### config.mk
export PLATFORM = sky130hd
export DESIGN_NAME = lgs_ctrl
export DESIGN_NICKNAME = d
export VERILOG_FILES = /design/src/hdl/lgs_pkg.sv /design/src/hdl/lgs_ctrl.sv
export VERILOG_INCLUDE_DIRS = /design/src /design/src/hdl
export SDC_FILE = /design/constraint.sdc
export NUM_CORES = 1
export LEC_CHECK = 0
export BUFFER_PORTS_ARGS = -buffer_cell sky130_fd_sc_hd__buf_2
export CORE_AREA = 2 2 39 41
export DETAILED_ROUTE_END_ITERATION = 6
export DIE_AREA = 0 0 41 43
export MAX_ROUTING_LAYER = met4
export PLACE_DENSITY = 0.43
export SKIP_CTS_REPAIR_TIMING = 1
export SLEW_MARGIN = 20
export SYNTH_ARGS = -nofsm -noshare
export SYNTH_HDL_FRONTEND = slang
export SYNTH_SLANG_ARGS = --single-unit
### constraint.sdc
create_clock -name clk -period 0.96 [get_ports clk]
set_input_delay 0 -clock clk [delete_from_list [all_inputs] [get_ports clk]]
set_output_delay 0 -clock clk [all_outputs]
set_load 0.005 [all_outputs]
### src/hdl/life_generation_step_macros.svh
// Assertion macros shared by the life generation step RTL.
// Each macro expects clk and rst_n in the scope where it is used.
`ifndef LIFE_GENERATION_STEP_MACROS_SVH
`define LIFE_GENERATION_STEP_MACROS_SVH

// Check a consequence in the same cycle as its cause.
`define LGS_ASSERT_NOW(lbl, ante, cons, msg) \
  lbl: assert property (@(posedge clk) disable iff (!rst_n) (ante) |-> (cons)) \
    else $error(msg);

// Check a consequence in the cycle after its cause.
`define LGS_ASSERT_NEXT(lbl, ante, cons, msg) \
  lbl: assert property (@(posedge clk) disable iff (!rst_n) (ante) |=> (cons)) \
    else $error(msg);

`endif

### src/hdl/lgs_pkg.sv
// Shared types and constants for the life generation step block.
// No dependencies; imported by the controller, datapath and top level.
`default_nettype none

package lgs_pkg;

  localparam int SIDE_W = 7;
  localparam int POS_W  = 6;

  localparam logic [SIDE_W-1:0] SIDE_RESET = 7'd64;

  // Neighbor counts that give a live cell in the next generation.
  localparam logic [3:0] LIFE_BIRTH   = 4'd3;
  localparam logic [3:0] LIFE_SURVIVE = 4'd2;

  typedef enum logic [1:0] {
    REQ_WRITE   = 2'd0,
    REQ_READ    = 2'd1,
    REQ_ADVANCE = 2'd2,
    REQ_NONE    = 2'd3
  } req_kind_t;

  typedef struct packed {
    req_kind_t              req_type;
    logic [POS_W-1:0]       row;
    logic [POS_W-1:0]       col;
    logic                   cell_in;
  } req_word_t;

  typedef struct packed {
    logic cell_out;
    logic out_of_range;
  } rsp_word_t;

  typedef enum logic [2:0] {
    ST_IDLE,
    ST_DISPATCH,
    ST_ACCESS,
    ST_ADV_RD,
    ST_ADV_SH,
    ST_ADV_WR
  } ctl_state_t;

  typedef struct packed {
    logic load_req;
    logic adv_init;
    logic adv_rd;
    logic adv_shift;
    logic adv_write;
    logic cell_write;
    logic swap;
    logic respond;
  } ctrl_cmd_t;

  typedef struct packed {
    req_kind_t req_type;
    logic      in_range;
    logic      k_last;
  } ctrl_sts_t;

endpackage

`default_nettype wire

### src/hdl/lgs_ctrl.sv
// Sequencer for the life generation step block.
// Depends on lgs_pkg and life_generation_step_macros.svh.
`default_nettype none
`include "life_generation_step_macros.svh"

module lgs_ctrl (
  input  logic              clk,
  input  logic              rst_n,
  input  logic              start,
  output logic              busy,
  input  lgs_pkg::ctrl_sts_t sts,
  output lgs_pkg::ctrl_cmd_t cmd
);
  import lgs_pkg::*;

  ctl_state_t state_r, state_nxt;

  always_ff @(posedge clk) begin
    if (!rst_n) begin
      state_r <= ST_IDLE;
    end else begin
      state_r <= state_nxt;
    end
  end

  always_comb begin
    state_nxt = state_r;
    cmd       = '0;
    busy      = 1'b1;
    unique case (state_r)
      ST_IDLE: begin
        busy = 1'b0;
        if (start) begin
          cmd.load_req = 1'b1;
          state_nxt    = ST_DISPATCH;
        end
      end
      ST_DISPATCH: begin
        unique case (sts.req_type) inside
          REQ_WRITE, REQ_READ: begin
            if (sts.in_range) begin
              state_nxt = ST_ACCESS;
            end else begin
              cmd.respond = 1'b1;
              state_nxt   = ST_IDLE;
            end
          end
          REQ_ADVANCE: begin
            cmd.adv_init = 1'b1;
            state_nxt    = ST_ADV_RD;
          end
          default: begin
            cmd.respond = 1'b1;
            state_nxt   = ST_IDLE;
          end
        endcase
      end
      ST_ACCESS: begin
        cmd.cell_write = (sts.req_type == REQ_WRITE);
        cmd.respond    = 1'b1;
        state_nxt      = ST_IDLE;
      end
      ST_ADV_RD: begin
        cmd.adv_rd = 1'b1;
        state_nxt  = ST_ADV_SH;
      end
      ST_ADV_SH: begin
        cmd.adv_shift = 1'b1;
        state_nxt     = ST_ADV_WR;
      end
      ST_ADV_WR: begin
        cmd.adv_write = 1'b1;
        if (sts.k_last) begin
          cmd.swap    = 1'b1;
          cmd.respond = 1'b1;
          state_nxt   = ST_IDLE;
        end else begin
          state_nxt = ST_ADV_RD;
        end
      end
      default: begin
        state_nxt = ST_IDLE;
      end
    endcase
  end

  `LGS_ASSERT_NEXT(a_resp_to_idle, cmd.respond, state_r == ST_IDLE, "respond must end the item")
  `LGS_ASSERT_NEXT(a_adv_loops, (state_r == ST_ADV_WR) && !sts.k_last, state_r == ST_ADV_RD, "advance sweep left early")
  `LGS_ASSERT_NOW(a_swap_resp, cmd.swap, cmd.respond, "swap without result word")

endmodule

`default_nettype wire

After elaboration in Yosys (flattened, before gate mapping)
Index checks and enable logic that the tools add are counted.
Storage, ports and cells
  input port bits: 7
  register bits: 3
  output and inout port bits: 9
Cells by class
  equality and inequality tests: 8
  reduce and logical (&&, ||, !) cells: 3
  mux-type cells: 19
Operators by type and width (number)
  case mux 3 bit (5 select lines): 1
  2-to-1 mux 1 bit: 11
  == test 3 x 2 -> 1 bit (second input constant): 2
  == test 3 bit (second input constant): 2
  2-to-1 mux 2 bit: 3
  case mux 2 bit (2 select lines): 1
  == test 3 x 1 -> 1 bit (second input constant): 1
  zero test 3 bit: 1
  2-to-1 mux 3 bit: 1
  case mux 1 bit (3 select lines): 1
  == test 2 x 1 -> 1 bit (second input constant): 1
  == test 2 bit (second input constant): 1
  zero test 2 bit: 1
  != test 2 bit (second input constant): 1
  case mux 1 bit (2 select lines): 1
  OR reduction 2 bit: 1

Longest topological paths before layout
Gate-level depths: netlist of the first run.
  depth after elaboration: 4
  depth in mapped cells: 3

Worst setup path before layout of the first run
OpenSTA, ideal clock, no wires.
  path kind: register to register
  start point: register state_r[2]
  end point: register state_r[2]
  stages on the path, launching flop included: 3
  path slack: 0.051 ns
  data required time: 0.902 ns
  arrival: 0.851 ns
  clock period less this slack: 0.909 ns
  buffers on the path: 0
  cell sequence: dfxtp_1 > nor3b_1 > o21a_1
Between the ends
  word-level cells in the longest chain between the ends: 2
  elaborated cells on any way between the ends: 7
  those cells by class: eq/ne (5); mux (1); reduce/logical (1)
Ends and longest elaborated chain
  from (decl): line lgs_ctrl.sv:16  | ctl_state_t state_r, state_nxt;
  from (signal assigned): line lgs_ctrl.sv:22  | state_r <= state_nxt;
  == test 3 bit (tied with other cells): line lgs_ctrl.sv:30  | unique case (state_r)
  case mux 3 bit (5 select lines) / != test 2 bit (equally long branches)
Parallel ways exist; a longest one is shown, timed or not.
A chain may end at the register's enable or synchronous reset.

==> parameters.txt, run 1 <==
Parameter                              Value

Synth
  Syn Nets ... 32
  Average instance area after synthesis ... 8.008 sq um
  EDFF count, synth ... 0
  Top area cells in the synthesized netlist ... sky130_fd_sc_hd__dfxtp_1 (30%), sky130_fd_sc_hd__and3_1 (6.3%), sky130_fd_sc_hd__nor3b_2 (6.3%)
  Area share of the leading cell type in the synthesized netlist ... 0.3000
  Count of state elements after synthesis ... 3
  Number of library cell types mapped by synthesis ... 18
  Cell type contributing the most total cell area after synthesis ... sky130_fd_sc_hd__dfxtp_1
  Ys flop type ... sky130_fd_sc_hd__dfxtp_1
  Part of the Yosys area used for sequential elements ... 0.3000
  Async set-reset flop share out of synthesis ... 0
  Cell area after synthesis ... 200.2 sq um
  Synth warn ... 0
  Cell count after synthesis ... 25

Worst setup path
  Required time at the worst-slack endpoint ... 0.96 ns
  Highest net fanout along the worst path ... 8
  Critical Setup Path Class ... reg2out
  Worst reg2reg path endpoint ... state_r[2]
  Reg-to-reg critical path startpoint ... state_r[0]
  R2R cell count ... 3
  Endpoint type of the worst setup path ... primary output
  Type of element launching the critical path ... flip-flop
  Arrival time of data at the critical path endpoint ... 1.22 ns
  Setup slack of the most critical reg-to-reg path ... 0.06 ns

Floorplanning
  Overall die area ... 1763 sq um
  Total core area ... 1384 sq um
  DIE HEIGHT ... 43 um
  Initial core utilization ... 0.1447
  Std-Cell Rows ... 14
  Horizontal die dimension ... 41 um
  I/O pin cnt ... 16

Cells and area
  Largest reg by FF count ... state_r
  End-of-flow core utilization ... 0.2694
  Registers with the most flip-flops ... state_r: 3 flops
  Final instance area ... 372.9 sq um
  Most common library cell in the layout ignoring fill and taps ... sky130_fd_sc_hd__buf_2
  Flip-flop count of the largest register after layout ... 3
  Area taken by flip-flops and latches ... 65.06 sq um
  Number of nets at the end of the flow ... 57
  Number of antenna cells inserted ... 0
  Area Growth Syn to Fin ... 86.25%
  Most used cells in the layout excluding fill and tap cells ... sky130_fd_sc_hd__buf_2 (15), sky130_fd_sc_hd__buf_4 (5), sky130_fd_sc_hd__nand2_1 (3), sky130_fd_sc_hd__clkbuf_4 (3)
  Area occupied by multi-input gates ... 145.1 sq um
  Fill count ... 165
  Share of cells above drive strength 1 ... 0.6122

Drt
  Count of antenna-violating nets left after detailed routing ... 0
  Avg WL per Cell ... 9.000 um
  Number of vias per cell after detailed routing ... 4.154
  DRC Markers ... 0
  Routed wire length ... 585 um
  Initial DRT Pass Iterations ... 2
  Overall via count from detail_route ... 270
  Violation count after the first detailed-routing iteration ... 2

Clock tree
  Clock transition at the registers of the reported paths ... 0.04 ns
  Number of buffers between clock root and the deepest sink ... 2
  Num CTS Buffers ... 3
  Clock latency at the later pin of the worst-skew pair ... 0.23 ns
  Clock tree from TritonCTS ... built
  Depth of the CTS H-tree ... 1
  Buffer cell driving the clock tree root ... sky130_fd_sc_hd__clkbuf_4
  TritonCTS sink count ... 3

STA
  Worst setup skew after layout ... 0.003080 ns
  Minimum clock period ... 1.218 ns
  Post-layout worst setup margin ... -0.2582 ns
  Headroom to the max-slew limit ... 0.7902
  Final hold violation count ... 0
  Upper clock frequency limit ... 0.8209 GHz
  Post-route fraction of the period consumed by the critical path ... 1.269
  Total negative setup slack ... -1.088 ns
  Final setup violation count ... 8
  Worst-Margin Slew ... 0.3107 ns
  Setup repair after global routing missed its margin ... true
  Number of max-slew violations in the final report ... 0

Power and ir drop
  Sw Pwr ... 0.1125 mW
  Power share of the clock group ... 0.476
  Lkg Pwr ... 0.1980 nW
  Internal Dissipation ... 0.3429 mW
  Power per cell area ... 1221 nW/um^2
  Switching portion of total power ... 0.2470
  Gate power share ... 0.217
  Reg power frac ... 0.306
  Worst VDD drop ... 0.0005196 V

Run status
  Result of the run ... complete, but fails checks
  Failing checks ... setup timing

Job
  Number of maximum-capacitance constraint violations ... 0

Place
  Number of port buffers ... 15
  Placed cell areas ... 332.8 sq um
  DPL Wire Length ... 492.3 um
  Final RePlAce weighted congestion ... 0.7879

Hold path
  Hold WC Path Type ... in2reg
  Worst hold path cell count ... 2
  HP Start ... rst_n
  End point of the most critical hold path ... state_r[2]

GRT
  Vias in the first global route ... 216
  Largest net degree at the start of global routing ... 9
  Global-route total usage across every layer ... 0.07708
  Global-route wire length before repair ... 848 um
  Total gr overflow ... 0
  Antenna violations before repair ... 0
## area by class of cell
type	count	share of cell area
flip-flops and latches	3	0.1745
clock buffers	4	0.07047
multi-input cells	21	0.3893
repair buffers	20	0.3020
inverters	1	0.01007
well taps	16	0.05369
## synthesized netlist by cell type (2+ instances only)
cell type / number
sky130_fd_sc_hd__nor2_1: 3
sky130_fd_sc_hd__and3_1: 2
sky130_fd_sc_hd__dfxtp_1: 3
sky130_fd_sc_hd__nand2_1: 3
## metrics by stage
step                std cells  hold WS (ns)  power, mW  worst slack (ns)
floorplan                  25       0.03397     0.1840           0.05054
global placement           61        0.2561     0.2413          -0.03591
detailed placement         61        0.2532     0.2395          -0.03978
CTS                        65      0.006355     0.4690           -0.2960
global route               65       0.01674     0.4959           -0.2928
finish                     65       0.01377     0.4554           -0.2582
## power by group through the flow
| stage | Sequential [mW] | Combinational [mW] | Clock [mW] |
|---|---|---|---|
| after global routing | 0.140 | 0.110 | 0.245 |
| after floorplan | 0.140 | 0.0436 | 0 |
| after CTS | 0.140 | 0.0978 | 0.231 |
| after global placement | 0.142 | 0.0989 | 0 |
| after detailed placement | 0.142 | 0.0976 | 0 |
| final | 0.140 | 0.0990 | 0.217 |
## cells by family (layout without fill, tap and decap cells)
family,count (synthesis),in the layout,synth area share
flip-flops,3,3,0.3000
AO/OA/AOI/OAI,6,6,0.2313
AND/OR/NAND/NOR,15,15,0.4501
buffers and inverters,1,25,0.01873
## worst max path at each step
stage / endpoint / from / slack (ns) / cells after the start
floorplan: state_r[2] / state_r[2] / 0.05 / 2
global route: cmd[0] / state_r[2] / -0.29 / 3
finish: cmd[0] / state_r[2] / -0.26 / 3
CTS: cmd[0] / state_r[2] / -0.30 / 3
detailed placement: cmd[0] / state_r[2] / -0.04 / 3
global placement: cmd[0] / state_r[2] / -0.04 / 3
## worst max-delay path, cell delays in order (launching register included)
cell and delay (ns):
sky130_fd_sc_hd__dfxtp_4 0.36, sky130_fd_sc_hd__a211o_1 0.26, sky130_fd_sc_hd__a32o_1 0.25, sky130_fd_sc_hd__buf_2 0.12
## layer usage
layer / part of all wire / global-route usage / vias up
met5: 0 / - / -
met4: 0 / 0.04000 / 0
met3: 0.084 / 0.06283 / 0
met2: 0.45 / 0.08750 / 12
met1: 0.46 / 0.09295 / 114
li1: - / - / 144
Note: power is estimated with default switching activity, not from simulation.
==> run 2, diff against run 1 <==
--- a/config.mk
+++ b/config.mk
@@ -11,7 +11,7 @@
 export DETAILED_ROUTE_END_ITERATION = 6
 export DIE_AREA = 0 0 41 43
 export MAX_ROUTING_LAYER = met4
-export PLACE_DENSITY = 0.43
+export PLACE_DENSITY_LB_ADDON = 0.3
 export SKIP_CTS_REPAIR_TIMING = 1
 export SLEW_MARGIN = 20
 export SYNTH_ARGS = -nofsm -noshare
==> run 2 against run 1 <==
Register-to-register slack worse by 0.05 ns. Final cell count up 1.5%. Largest power group unchanged. Global-route usage up 0.71 points. Routed wire length up 6.5%. Sequential power about the same. Clock power about the same. The run still ends with setup timing left. Fmax up 0.12%. Die area unchanged. Via count up 1.9%. Worst hold slack better by 0.0019 ns. First-iteration DRC count unchanged.
==> parameters.txt, run 2 (synthesis results as in run 1) <==
Parameter                              Value

Worst setup path
  Critical path startpoint ... state_r[2]
  R2R cell count ... 3
  Worst reg2reg path endpoint ... state_r[1]
  Required time at the worst-slack endpoint ... 0.96 ns
  Critical Setup Path Class ... reg2out
  Highest net fanout along the worst path ... 7
  Endpoint type of the worst setup path ... primary output
  Reg-to-reg critical path startpoint ... state_r[2]
  Type of element launching the critical path ... flip-flop
  Arrival time of data at the critical path endpoint ... 1.22 ns
  Setup slack of the most critical reg-to-reg path ... 0.01 ns

Hold path
  Worst hold path cell count ... 2
  HP Start ... rst_n
  Hold WC Path Type ... in2reg
  End point of the most critical hold path ... state_r[2]

GRT
  Total gr overflow ... 0
  Largest net degree at the start of global routing ... 9
  Global-route total usage across every layer ... 0.08419
  Global-route wire length before repair ... 972 um
  Antenna violations before repair ... 0
  Vias in the first global route ... 245

Cells and area
  Fill count ... 171
  Registers with the most flip-flops ... state_r: 3 flops
  Most common library cell in the layout ignoring fill and taps ... sky130_fd_sc_hd__buf_2
  Number of antenna cells inserted ... 0
  Most used cells in the layout excluding fill and tap cells ... sky130_fd_sc_hd__buf_2 (15), sky130_fd_sc_hd__buf_4 (6), sky130_fd_sc_hd__nand2_1 (3), sky130_fd_sc_hd__clkbuf_4 (3)
  Share of cells above drive strength 1 ... 0.7000
  Area Growth Syn to Fin ... 99.38%
  Area occupied by multi-input gates ... 163.9 sq um
  Area taken by flip-flops and latches ... 65.06 sq um
  Flip-flop count of the largest register after layout ... 3
  Number of nets at the end of the flow ... 58
  Final instance area ... 399.1 sq um
  Largest reg by FF count ... state_r

Clock tree
  Buffer cell driving the clock tree root ... sky130_fd_sc_hd__clkbuf_4
  Clock latency at the later pin of the worst-skew pair ... 0.23 ns
  Depth of the CTS H-tree ... 1
  Number of buffers between clock root and the deepest sink ... 2
  TritonCTS sink count ... 3
  Clock tree from TritonCTS ... built
  Num CTS Buffers ... 3
  Clock transition at the registers of the reported paths ... 0.04 ns

STA
  Post-route fraction of the period consumed by the critical path ... 1.267
  Post-layout worst setup margin ... -0.2567 ns
  Final setup violation count ... 8
  Worst setup skew after layout ... 0.002054 ns
  Worst-Margin Slew ... 0.3123 ns
  Upper clock frequency limit ... 0.8219 GHz
  Setup repair after global routing missed its margin ... true
  Headroom to the max-slew limit ... 0.7891
  Minimum clock period ... 1.217 ns
  Number of max-slew violations in the final report ... 0
  Final hold violation count ... 0

Power and ir drop
  Worst VDD drop ... 0.0005427 V
  Power per cell area ... 1155 nW/um^2
  Power consumption ... 0.4610 mW
  Lkg Pwr ... 0.2086 nW

Drt
  DRC Markers ... 0
  Count of antenna-violating nets left after detailed routing ... 0
  Avg WL per Cell ... 9.439 um
  Violation count after the first detailed-routing iteration ... 2
  Number of vias per cell after detailed routing ... 4.167
  Overall via count from detail_route ... 275
  Initial DRT Pass Iterations ... 2
  Routed wire length ... 623 um

Floorplanning
  Overall die area ... 1763 sq um
  Horizontal die dimension ... 41 um
  Total core area ... 1384 sq um
  DIE HEIGHT ... 43 um
  Std-Cell Rows ... 14
  I/O pin cnt ... 16
  Initial core utilization ... 0.1447

Run status
  Failing checks ... setup timing
  Result of the run ... complete, but fails checks

Job
  Number of maximum-capacitance constraint violations ... 0

Place
  Worst slack at placement ... -0.03338 ns
  Number of port buffers ... 15
  Placed cell areas ... 332.8 sq um
  DPL Wire Length ... 481.4 um
  Final RePlAce weighted congestion ... 0.7870
-- run 2: cell count changes in the layout (fill, tap and decap cells not counted), sizes merged --
cell  previous run  this run
buf             20        21
-- run 2: routing by layer --
metal / wire length (um) / part of all wire / vias up / GRT usage
li1: - / - / 147 / -
met1: 301 / 0.48 / 119 / 0.1086
met2: 279 / 0.45 / 9 / 0.1031
met3: 41 / 0.066 / 0 / 0.04712
met4: 0 / 0 / 0 / 0.04000
met5: 0 / 0 / - / -
-- run 2: per-stage QoR --
step / TNS, ns / hold WS, ns / std cells / utilization
3_3_place_gp: -0.03392 / 0.2544 / 61 / 0.2405
4_1_cts: -1.664 / 0.008443 / 65 / 0.2595
5_1_grt: -1.629 / 0.01939 / 66 / 0.2884
6_report: -1.044 / 0.01564 / 66 / 0.2884
3_5_place_dp: -0.06494 / 0.2531 / 61 / 0.2405
2_1_floorplan: 0 / 0.03397 / 25 / -
-- run 2: area by class of cell --
| cell class | count | share of cell area |
|---|---|---|
| timing repair buffer | 21 | 0.3009 |
| tap | 16 | 0.05016 |
| clock buffer | 4 | 0.06583 |
| sequential | 3 | 0.1630 |
| multi-input combinational | 21 | 0.4107 |
| inverter | 1 | 0.009404 |
-- run 2: power breakdown --
group	internal [mW]	switching, mW	leakage [nW]
Combinational	0.0591	0.0467	0.168
Clock	0.155	0.0600	0.0150
Sequential	0.131	0.00887	0.0256
-- run 2: worst max-delay path: stages, from the launching register on --
cell and delay [ns]:
sky130_fd_sc_hd__dfxtp_4 0.35, sky130_fd_sc_hd__a211o_1 0.29, sky130_fd_sc_hd__a32o_1 0.22, sky130_fd_sc_hd__buf_2 0.12
-- run 2: worst max-delay path by stage --
| stage | to | slack [ns] | cells after the start |
|---|---|---|---|
| after floorplan | state_r[2] | 0.05 | 2 |
| after global placement | cmd[0] | -0.03 | 3 |
| after detailed placement | cmd[0] | -0.03 | 3 |
| after CTS | cmd[0] | -0.29 | 3 |
| after global routing | cmd[0] | -0.30 | 3 |
| final | cmd[0] | -0.26 | 3 |
